File: src/rtl/pldp_pkg.sv
`default_nettype none

package pldp_pkg;

	localparam int BASE_BITS      = 8;
	localparam int COUNT_BITS     = 21;
	localparam int CFG_INDEX_BITS = 2;
	localparam int CFG_DATA_BITS  = 21;
	localparam int DIG_CHUNK      = 4;

	localparam logic MODE_HAMMERSLEY = 1'b0;
	localparam logic MODE_HALTON     = 1'b1;

	localparam logic [BASE_BITS-1:0]  RST_BASE_U      = 8'd2;
	localparam logic [BASE_BITS-1:0]  RST_BASE_V      = 8'd3;
	localparam logic [COUNT_BITS-1:0] RST_POINT_COUNT = 21'd1;
	localparam logic [BASE_BITS-1:0]  MIN_RADIX       = 8'd2;

	typedef enum logic [CFG_INDEX_BITS-1:0] {
		CFG_SEQUENCE_MODE = 2'd0,
		CFG_BASE_U        = 2'd1,
		CFG_BASE_V        = 2'd2,
		CFG_POINT_COUNT   = 2'd3
	} cfg_reg_t;

	typedef enum logic [3:0] {
		ST_IDLE,
		ST_LOAD,
		ST_CHECK,
		ST_DIV,
		ST_ACC,
		ST_FLOAD,
		ST_FRAC,
		ST_STORE,
		ST_HAM,
		ST_OUT
	} pldp_state_t;

	typedef struct packed {
		logic item_load;
		logic pass_load;
		logic pass;
		logic div_init;
		logic div_step;
		logic acc;
		logic fri_load;
		logic fham_load;
		logic frac_step;
		logic store_u;
		logic store_v;
		logic sat_v;
		logic out_load;
	} pldp_cmd_t;

	typedef struct packed {
		logic k_zero;
		logic beyond;
		logic halton;
	} pldp_status_t;

endpackage

`default_nettype wire

File: src/rtl/pldp_req_if.sv
`default_nettype none

interface pldp_req_if #(
	parameter int INDEX_BITS = 20
) ();
	logic                  valid;
	logic                  ready;
	logic [INDEX_BITS-1:0] point_index;

	modport source (output valid, output point_index, input ready);
	modport sink (input valid, input point_index, output ready);
endinterface

`default_nettype wire

File: src/rtl/pldp_rsp_if.sv
`default_nettype none

interface pldp_rsp_if #(
	parameter int FRAC_BITS = 24
) ();
	logic                 valid;
	logic                 ready;
	logic [FRAC_BITS-1:0] coord_u;
	logic [FRAC_BITS-1:0] coord_v;
	logic                 index_beyond_count;

	modport source (output valid, output coord_u, output coord_v, output index_beyond_count,
		input ready);
	modport sink (input valid, input coord_u, input coord_v, input index_beyond_count,
		output ready);
endinterface

`default_nettype wire

File: src/rtl/pldp_cfg_if.sv
`default_nettype none

interface pldp_cfg_if
	import pldp_pkg::*;
();
	logic                      valid;
	logic                      ready;
	logic [CFG_INDEX_BITS-1:0] index;
	logic [CFG_DATA_BITS-1:0]  data;

	modport source (output valid, output index, output data, input ready);
	modport sink (input valid, input index, input data, output ready);
endinterface

`default_nettype wire

File: src/rtl/pldp_ctrl.sv
`default_nettype none

module pldp_ctrl
	import pldp_pkg::*;
#(
	parameter int INDEX_BITS = 20,
	parameter int FRAC_BITS  = 24
) (
	input  logic         clk,
	input  logic         arst_n,
	input  logic         req_valid,
	output logic         req_ready,
	output logic         rsp_valid,
	input  logic         rsp_ready,
	input  pldp_status_t status,
	output pldp_cmd_t    cmd
);

	localparam int DIG_STEPS = (INDEX_BITS + DIG_CHUNK - 1) / DIG_CHUNK;
	localparam int CNT_MAX   = (DIG_STEPS > FRAC_BITS) ? DIG_STEPS : FRAC_BITS;
	localparam int CNT_BITS  = $clog2(CNT_MAX);

	pldp_state_t         state_q;
	pldp_state_t         state_d;
	logic [CNT_BITS-1:0] cnt_q;
	logic                pass_q;
	logic                out_valid_q;
	logic                cnt_clr;
	logic                cnt_inc;
	logic                pass_set;
	logic                slot_free;

	assign slot_free = !out_valid_q || rsp_ready;
	assign req_ready = (state_q == ST_IDLE);
	assign rsp_valid = out_valid_q;

	always_comb begin
		state_d = state_q;
		case (state_q)
			ST_IDLE: begin
				if (req_valid)
					state_d = ST_LOAD;
			end
			ST_LOAD:  state_d = ST_CHECK;
			ST_CHECK: begin
				state_d = status.k_zero ? ST_FLOAD : ST_DIV;
			end
			ST_DIV: begin
				if (cnt_q == CNT_BITS'(DIG_STEPS - 1))
					state_d = ST_ACC;
			end
			ST_ACC:   state_d = ST_CHECK;
			ST_FLOAD: state_d = ST_FRAC;
			ST_FRAC: begin
				if (cnt_q == CNT_BITS'(FRAC_BITS - 1))
					state_d = ST_STORE;
			end
			ST_STORE: begin
				if (pass_q)
					state_d = ST_OUT;
				else if (status.halton)
					state_d = ST_LOAD;
				else
					state_d = ST_HAM;
			end
			ST_HAM: begin
				state_d = status.beyond ? ST_OUT : ST_FRAC;
			end
			ST_OUT: begin
				if (slot_free)
					state_d = ST_IDLE;
			end
			default: state_d = ST_IDLE;
		endcase
	end

	always_comb begin
		cmd      = '0;
		cmd.pass = pass_q;
		cnt_clr  = 1'b0;
		cnt_inc  = 1'b0;
		pass_set = 1'b0;
		case (state_q)
			ST_IDLE:  cmd.item_load = req_valid;
			ST_LOAD:  cmd.pass_load = 1'b1;
			ST_CHECK: begin
				cmd.div_init = !status.k_zero;
				cnt_clr      = 1'b1;
			end
			ST_DIV: begin
				cmd.div_step = 1'b1;
				cnt_inc      = 1'b1;
			end
			ST_ACC:   cmd.acc = 1'b1;
			ST_FLOAD: begin
				cmd.fri_load = 1'b1;
				cnt_clr      = 1'b1;
			end
			ST_FRAC: begin
				cmd.frac_step = 1'b1;
				cnt_inc       = 1'b1;
			end
			ST_STORE: begin
				cmd.store_u = !pass_q;
				cmd.store_v = pass_q;
				pass_set    = !pass_q && status.halton;
			end
			ST_HAM: begin
				cmd.sat_v     = status.beyond;
				cmd.fham_load = !status.beyond;
				cnt_clr       = 1'b1;
				pass_set      = 1'b1;
			end
			ST_OUT:   cmd.out_load = slot_free;
			default: ;
		endcase
	end

	always_ff @(posedge clk or negedge arst_n) begin
		if (!arst_n) begin
			state_q     <= ST_IDLE;
			cnt_q       <= '0;
			pass_q      <= 1'b0;
			out_valid_q <= 1'b0;
		end else begin
			state_q <= state_d;
			if (cnt_clr)
				cnt_q <= '0;
			else if (cnt_inc)
				cnt_q <= cnt_q + CNT_BITS'(1);
			if (cmd.item_load)
				pass_q <= 1'b0;
			else if (pass_set)
				pass_q <= 1'b1;
			if (cmd.out_load)
				out_valid_q <= 1'b1;
			else if (rsp_ready)
				out_valid_q <= 1'b0;
		end
	end

endmodule

`default_nettype wire

File: src/rtl/pldp_dpath.sv
`default_nettype none

module pldp_dpath
	import pldp_pkg::*;
#(
	parameter int INDEX_BITS = 20,
	parameter int FRAC_BITS  = 24
) (
	input  logic                  clk,
	input  pldp_cmd_t             cmd,
	output pldp_status_t          status,
	input  logic [INDEX_BITS-1:0] point_index,
	input  logic                  sequence_mode,
	input  logic [BASE_BITS-1:0]  base_u,
	input  logic [BASE_BITS-1:0]  base_v,
	input  logic [COUNT_BITS-1:0] point_count,
	output logic [FRAC_BITS-1:0]  coord_u,
	output logic [FRAC_BITS-1:0]  coord_v,
	output logic                  index_beyond_count
);

	localparam int DIG_STEPS = (INDEX_BITS + DIG_CHUNK - 1) / DIG_CHUNK;
	localparam int PW        = DIG_STEPS * DIG_CHUNK;
	localparam int DW        = (INDEX_BITS + BASE_BITS > COUNT_BITS + 1) ?
		INDEX_BITS + BASE_BITS : COUNT_BITS + 1;
	localparam int CW        = (INDEX_BITS > COUNT_BITS) ? INDEX_BITS : COUNT_BITS;

	logic [INDEX_BITS-1:0]   kin_q;
	logic [INDEX_BITS-1:0]   k_q;
	logic [BASE_BITS-1:0]    base_q;
	logic [DW-1:0]           mir_q;
	logic [DW-1:0]           scl_q;
	logic [BASE_BITS-1:0]    drem_q;
	logic [PW-1:0]           ddq_q;
	logic [DW-1:0]           frem_q;
	logic [DW-1:0]           fden_q;
	logic [FRAC_BITS-1:0]    fquo_q;
	logic [FRAC_BITS-1:0]    u_q;
	logic [FRAC_BITS-1:0]    v_q;
	logic                    flag_q;
	logic [FRAC_BITS-1:0]    out_u_q;
	logic [FRAC_BITS-1:0]    out_v_q;
	logic                    out_flag_q;

	logic [BASE_BITS-1:0]    radix_sel;
	logic [BASE_BITS-1:0]    radix;
	logic [BASE_BITS-1:0]    drem_nx;
	logic [PW-1:0]           ddq_nx;
	logic [DW+BASE_BITS-1:0] mir_prod;
	logic [DW+BASE_BITS-1:0] scl_prod;
	logic [DW:0]             ftrial;
	logic                    fge;

	assign radix_sel = cmd.pass ? base_v : base_u;
	assign radix     = (radix_sel < MIN_RADIX) ? MIN_RADIX : radix_sel;

	always_comb begin
		logic [BASE_BITS:0]   t;
		logic [BASE_BITS-1:0] r;
		logic [PW-1:0]        dq;
		r  = drem_q;
		dq = ddq_q;
		for (int j = 0; j < DIG_CHUNK; j++) begin
			t  = {r, dq[PW-1]};
			dq = {dq[PW-2:0], 1'b0};
			if (t >= {1'b0, base_q}) begin
				t     = t - {1'b0, base_q};
				dq[0] = 1'b1;
			end
			r = t[BASE_BITS-1:0];
		end
		drem_nx = r;
		ddq_nx  = dq;
	end

	assign mir_prod = (DW + BASE_BITS)'(mir_q) * (DW + BASE_BITS)'(base_q);
	assign scl_prod = (DW + BASE_BITS)'(scl_q) * (DW + BASE_BITS)'(base_q);

	assign ftrial = {frem_q, 1'b0};
	assign fge    = (ftrial >= {1'b0, fden_q});

	assign status.k_zero = (k_q == '0);
	assign status.beyond = (CW'(kin_q) >= CW'(point_count));
	assign status.halton = (sequence_mode == MODE_HALTON);

	always_ff @(posedge clk) begin
		if (cmd.item_load)
			kin_q <= point_index;
		if (cmd.pass_load) begin
			k_q    <= kin_q;
			mir_q  <= '0;
			scl_q  <= DW'(1);
			base_q <= radix;
		end
		if (cmd.div_init) begin
			drem_q <= '0;
			ddq_q  <= PW'(k_q);
		end else if (cmd.div_step) begin
			drem_q <= drem_nx;
			ddq_q  <= ddq_nx;
		end
		if (cmd.acc) begin
			mir_q <= mir_prod[DW-1:0] + DW'(drem_q);
			scl_q <= scl_prod[DW-1:0];
			k_q   <= ddq_q[INDEX_BITS-1:0];
		end
		if (cmd.fri_load) begin
			frem_q <= mir_q;
			fden_q <= scl_q;
			fquo_q <= '0;
		end else if (cmd.fham_load) begin
			frem_q <= DW'({kin_q, 1'b1});
			fden_q <= DW'({point_count, 1'b0});
			fquo_q <= '0;
		end else if (cmd.frac_step) begin
			if (fge)
				frem_q <= DW'(ftrial - {1'b0, fden_q});
			else
				frem_q <= ftrial[DW-1:0];
			fquo_q <= {fquo_q[FRAC_BITS-2:0], fge};
		end
		if (cmd.store_u)
			u_q <= fquo_q;
		if (cmd.store_v)
			v_q <= fquo_q;
		else if (cmd.sat_v)
			v_q <= '1;
		if (cmd.item_load)
			flag_q <= 1'b0;
		else if (cmd.sat_v)
			flag_q <= 1'b1;
		if (cmd.out_load) begin
			out_u_q    <= u_q;
			out_v_q    <= v_q;
			out_flag_q <= flag_q;
		end
	end

	assign coord_u            = out_u_q;
	assign coord_v            = out_v_q;
	assign index_beyond_count = out_flag_q;

endmodule

`default_nettype wire

File: src/rtl/plane_low_discrepancy_points.sv
// channel | dir | fields                                        | handshake
// req     | in  | point_index                                   | valid/ready
// rsp     | out | coord_u, coord_v, index_beyond_count          | valid/ready
// cfg     | in  | index, data                                   | valid/ready, ready tied high
//
// One item at a time; req stalls until the previous item leaves the core. For u, the
// index is split into base_u digits, one digit division (4 quotient bits a cycle) each,
// and the reversed digits pass through the 1-bit-a-cycle fraction divider; v repeats this
// in Halton mode, is (2*index+1)/(2*count) in Hammersley mode, or saturates when beyond count.
// Async reset clears the control state and config registers, not the datapath registers.
// A finished word waits in the rsp register while the next word is taken on req.
`default_nettype none

module plane_low_discrepancy_points
	import pldp_pkg::*;
#(
	parameter int INDEX_BITS = 20,
	parameter int FRAC_BITS  = 24
) (
	input  logic       clk,
	input  logic       arst_n,
	pldp_req_if.sink   req,
	pldp_rsp_if.source rsp,
	pldp_cfg_if.sink   cfg
);

	logic                  mode_q;
	logic [BASE_BITS-1:0]  base_u_q;
	logic [BASE_BITS-1:0]  base_v_q;
	logic [COUNT_BITS-1:0] count_q;
	pldp_cmd_t             cmd;
	pldp_status_t          status;

	assign cfg.ready = 1'b1;

	always_ff @(posedge clk or negedge arst_n) begin
		if (!arst_n) begin
			mode_q   <= MODE_HAMMERSLEY;
			base_u_q <= RST_BASE_U;
			base_v_q <= RST_BASE_V;
			count_q  <= RST_POINT_COUNT;
		end else if (cfg.valid) begin
			case (cfg_reg_t'(cfg.index))
				CFG_SEQUENCE_MODE: mode_q   <= cfg.data[0];
				CFG_BASE_U:        base_u_q <= cfg.data[BASE_BITS-1:0];
				CFG_BASE_V:        base_v_q <= cfg.data[BASE_BITS-1:0];
				CFG_POINT_COUNT:   count_q  <= cfg.data[COUNT_BITS-1:0];
				default: ;
			endcase
		end
	end

	pldp_ctrl #(
		.INDEX_BITS(INDEX_BITS),
		.FRAC_BITS (FRAC_BITS)
	) u_ctrl (
		.clk      (clk),
		.arst_n   (arst_n),
		.req_valid(req.valid),
		.req_ready(req.ready),
		.rsp_valid(rsp.valid),
		.rsp_ready(rsp.ready),
		.status   (status),
		.cmd      (cmd)
	);

	pldp_dpath #(
		.INDEX_BITS(INDEX_BITS),
		.FRAC_BITS (FRAC_BITS)
	) u_dpath (
		.clk               (clk),
		.cmd               (cmd),
		.status            (status),
		.point_index       (req.point_index),
		.sequence_mode     (mode_q),
		.base_u            (base_u_q),
		.base_v            (base_v_q),
		.point_count       (count_q),
		.coord_u           (rsp.coord_u),
		.coord_v           (rsp.coord_v),
		.index_beyond_count(rsp.index_beyond_count)
	);

endmodule

`default_nettype wire

File: src/flat_wrapper.sv
// flat-port wrapper written by rule: the top's interface ports become plain ports
module plane_low_discrepancy_points_flat import pldp_pkg::*;
#(
	parameter int INDEX_BITS = 20,
	parameter int FRAC_BITS  = 24
)
  (clk, arst_n, req_valid, req_point_index, req_ready, rsp_valid, rsp_coord_u, rsp_coord_v, rsp_index_beyond_count, rsp_ready, cfg_valid, cfg_index, cfg_data, cfg_ready);
  pldp_req_if #(.INDEX_BITS(INDEX_BITS)) req_i ();
  pldp_rsp_if #(.FRAC_BITS(FRAC_BITS)) rsp_i ();
  pldp_cfg_if cfg_i ();
  input  logic clk;
  input  logic arst_n;
  input wire logic [$bits(req_i.valid)-1:0] req_valid;
  input wire logic [$bits(req_i.point_index)-1:0] req_point_index;
  output wire logic [$bits(req_i.ready)-1:0] req_ready;
  output wire logic [$bits(rsp_i.valid)-1:0] rsp_valid;
  output wire logic [$bits(rsp_i.coord_u)-1:0] rsp_coord_u;
  output wire logic [$bits(rsp_i.coord_v)-1:0] rsp_coord_v;
  output wire logic [$bits(rsp_i.index_beyond_count)-1:0] rsp_index_beyond_count;
  input wire logic [$bits(rsp_i.ready)-1:0] rsp_ready;
  input wire logic [$bits(cfg_i.valid)-1:0] cfg_valid;
  input wire logic [$bits(cfg_i.index)-1:0] cfg_index;
  input wire logic [$bits(cfg_i.data)-1:0] cfg_data;
  output wire logic [$bits(cfg_i.ready)-1:0] cfg_ready;
  assign req_i.valid = req_valid;
  assign req_i.point_index = req_point_index;
  assign req_ready = req_i.ready;
  assign rsp_valid = rsp_i.valid;
  assign rsp_coord_u = rsp_i.coord_u;
  assign rsp_coord_v = rsp_i.coord_v;
  assign rsp_index_beyond_count = rsp_i.index_beyond_count;
  assign rsp_i.ready = rsp_ready;
  assign cfg_i.valid = cfg_valid;
  assign cfg_i.index = cfg_index;
  assign cfg_i.data = cfg_data;
  assign cfg_ready = cfg_i.ready;
  plane_low_discrepancy_points #(.INDEX_BITS(INDEX_BITS), .FRAC_BITS(FRAC_BITS)) u_core (.clk(clk), .arst_n(arst_n), .req(req_i), .rsp(rsp_i), .cfg(cfg_i));
endmodule
File: config.mk
export PLATFORM = sky130hd
export DESIGN_NAME = plane_low_discrepancy_points_flat
export DESIGN_NICKNAME = d
export VERILOG_FILES = /design/src/rtl/pldp_pkg.sv /design/src/rtl/pldp_req_if.sv /design/src/rtl/pldp_rsp_if.sv /design/src/rtl/pldp_cfg_if.sv /design/src/rtl/pldp_ctrl.sv /design/src/rtl/pldp_dpath.sv /design/src/rtl/plane_low_discrepancy_points.sv /design/src/flat_wrapper.sv
export SDC_FILE = /design/constraint.sdc
export NUM_CORES = 1
export LEC_CHECK = 0
export BUFFER_PORTS_ARGS = -buffer_cell sky130_fd_sc_hd__clkbuf_2
export CAP_MARGIN = 20
export CORE_MARGIN = 2
export CORE_UTILIZATION = 60
export CTS_CLUSTER_DIAMETER = 80
export DETAILED_ROUTE_END_ITERATION = 12
export HOLD_SLACK_MARGIN = 0.06
export PLACE_DENSITY = 0.77
export SETUP_SLACK_MARGIN = 0.5
export SYNTH_ARGS = -nofsm -noshare
export SYNTH_HDL_FRONTEND = slang
export SYNTH_SLANG_ARGS = --single-unit
File: constraint.sdc
create_clock -name clk -period 9.77 [get_ports clk]
set_input_delay 0.977 -clock clk [delete_from_list [all_inputs] [get_ports clk]]
set_output_delay 0.977 -clock clk [all_outputs]
set_load 0.02 [all_outputs]
==> qor.csv <==
metric,value,unit
cts_tree,built,
layout_min_cycle_time,8.85,ns
timing.rr.end,u_core.u_dpath.ddq_q[0]$_DFFE_PP_,
status,completed,
cts_made_buffers,42,
relSlewSlack,28.4,%
yosys_warnings,0,
finalCritPeriodShare,90.6,%
reg2regPathDepth,33,
finalHoldViolCount,0,
cts_htree_levels,2,
wl_per_cell,20.5,um
die_y,224,um
dr.pass1.iters,6,
final-setup-viol-count,0,
worstSkewPairLatency,0.59,ns
ctsHoldBuffers,0,
viasPerCell,5.95,
crit_family,compound AO/OA/AOI/OAI gates,
crit_type,reg -> reg,
cp-start-kind,register,
core,47700,um2
nFillCells,3744,
ys_types,81,
cp_data_required_time,10.11,ns
synth_ff_type,edfxtp_1,
final.setup.tns,0,ns
syn_to_final_growth,8.86,%
endpoint_kind,register,
cp_max_fo,11,
fp.dieW,224,um
ys_ff_latch,359,
path_clk_slew,0.06,ns
grt_max_degree,71,
dr_total_vias,21233,
setup_slack,0.917,ns
finalMaxSlewViolations,0,
syn_inst,2869,
async_reset_ff_share,13.6,%
syn_nets,3367,
dieArea,50100,um2
finalClockSkew,0.0275,ns
seq_area_frac_synth,35.2,%
dp_slack,0.626,ns
cts_sinks,359,
cp.arrival,9.20,ns
nNetsFinal,3417,
r2r_setup_slack,0.92,ns
worstMarginPinSlew,1.07,ns
place_congestion,0.931,
ant_nets,0,
crit_buf_inv,2,
cp_slowest_cell,mux2_2,
gr-usage-all-layers,30.2,%
crit_cells,33,
max_freq,0.113,GHz
overflow,0,
final_core_util,66.1,%
numPortBuffers,98,
cp-endpoint,u_core.u_dpath.ddq_q[0]$_DFFE_PP_,
drc_errors,0,
crit_start,u_core.u_dpath.base_q[4]$_SDFFCE_PN0N_,
grt_pass1_wl,118,mm
grt_pass1_vias,21759,
drt_wl_total,73.3,mm
synth_edf_count,277,
whs,0.416,ns
drv_cap,0,
initial_utilization,60.7,%
min_path_type,reg -> reg,
drt_iter0_markers,1822,
drive_gt1_share,10.7,%
num_antenna_cells,0,
placementRows,80,
postSynthAreaPerCell,10.1,um2
hpwl,53.3,mm
clock_path_buffers,3,
ios,100,
r2r_start,u_core.u_dpath.base_q[4]$_SDFFCE_PN0N_,
max_stage_delay,0.42,ns
syn_area,29000,um2
cts-root-buf,clkbuf_16,
rsz0062_at_grt,no,
antenna_found_initial,0,
-- cell usage after synthesis, drive strengths merged, types with 56 or more instances --
| library cell | instances | share of area (%) |
|---|---|---|
| a21oi | 124 | 2.1 |
| and2 | 205 | 4.4 |
| clkbuf | 99 | 1.3 |
| edfxtp | 277 | 29 |
| fa | 276 | 19 |
| ha | 174 | 7.5 |
| inv | 383 | 5.0 |
| mux2 | 65 | 2.5 |
| nand2 | 384 | 5.0 |
| nor2 | 126 | 1.6 |
| o21ai | 115 | 2.0 |
| xnor2 | 56 | 1.7 |
-- layout by cell type (no fill, tap or decap), types with 8 or more instances in the layout --
cell type,instances
a211oi_1,13
o21a_1,23
a21oi_1,123
buf_4,30
xnor2_1,56
a31oi_1,9
nor3_1,33
inv_1,380
o211ai_1,9
nor4_1,15
a22oi_1,19
o21ai_1,29
and3_1,19
xor2_1,43
dfxtp_1,33
clkbuf_16,44
nor2_1,123
clkbuf_2,98
nand2b_1,11
o31a_1,8
fa_1,276
nand4_1,23
nand3_1,27
dfrtp_1,45
nand2_1,381
o21ai_0,84
or3_1,12
mux2_2,64
and2_1,204
or2_2,28
edfxtp_1,277
nor2b_1,29
a21o_1,34
clkbuf_1,8
o22ai_1,10
ha_1,174
mux2i_1,22
-- logic make-up after synthesis --
family / synth area share (%)
other cells: 0.0129
flops: 35.2
xor+xnor: 2.99
fa+ha+maj: 26.8
buf+inv: 6.82
simple gates: 15.7
mux: 3.33
compound gates: 9.14
-- how the worst min path moves through the flow --
stage | end | depth (start not counted) | slack [ns] | start
2_1_floorplan | u_core.u_dpath.coord_u[0]$_DFFE_PP_ | 0 | 0.40 | u_core.u_dpath.u_q[0]$_DFFE_PP_
3_3_place_gp | u_core.u_dpath.coord_v[13]$_DFFE_PP_ | 0 | 0.40 | u_core.u_dpath.v_q[13]$_SDFFCE_PN1P_
3_5_place_dp | u_core.u_dpath.coord_u[18]$_DFFE_PP_ | 0 | 0.40 | u_core.u_dpath.u_q[18]$_DFFE_PP_
4_1_cts | u_core.u_dpath.coord_u[7]$_DFFE_PP_ | 0 | 0.42 | u_core.u_dpath.u_q[7]$_DFFE_PP_
5_1_grt | u_core.u_dpath.coord_u[7]$_DFFE_PP_ | 0 | 0.42 | u_core.u_dpath.u_q[7]$_DFFE_PP_
6_report | u_core.u_dpath.coord_v[5]$_DFFE_PP_ | 0 | 0.42 | u_core.u_dpath.v_q[5]$_SDFFCE_PN1P_
-- layout make-up --
| type | count | area, um2 | share of cell area [%] |
|---|---|---|---|
| clock buffer | 56 | 1190 | 3.76 |
| tap | 615 | 769 | 2.44 |
| inverter | 384 | 1450 | 4.58 |
| timing repair buffer | 131 | 773 | 2.45 |
| multi-input combinational | 2001 | 16900 | 53.4 |
| clock inverter | 22 | 303 | 0.960 |
| sequential | 359 | 10200 | 32.4 |
-- through the flow --
stage / area [um2] / instances
floorplan: 29000 / 2869
global placement: 29900 / 3483
detailed placement: 29900 / 3483
CTS: 31400 / 3561
global route: 31500 / 3568
finish: 31500 / 3568
-- sequential cells by signal, indices dropped and copies added, names as in the netlist, 21 cells and up --
signal	flops
u_core.count_q	21
u_core.u_dpath.coord_u	24
u_core.u_dpath.coord_v	24
u_core.u_dpath.fden_q	28
u_core.u_dpath.fquo_q	24
u_core.u_dpath.frem_q	28
u_core.u_dpath.mir_q	28
u_core.u_dpath.scl_q	28
u_core.u_dpath.u_q	24
u_core.u_dpath.v_q	24
-- metal layers --
metal / routed length [um] / global-route usage, % / part of all wire (%)
met1: 28800 / 39.3 / 39
met2: 35600 / 50.7 / 49
met3: 5160 / 4.25 / 7.0
met4: 3700 / 13.5 / 5.1
met5: 0 / 0 / 0
-- repair_timing --
action / CTS / global route
buffers inserted: 0 / 3
endpoints found under the setup margin: 0 / 9
gates resized for setup: 0 / 5
Power is not shown: default switching activity piles up to over one toggle a cycle in this logic, so the estimate is an artifact.
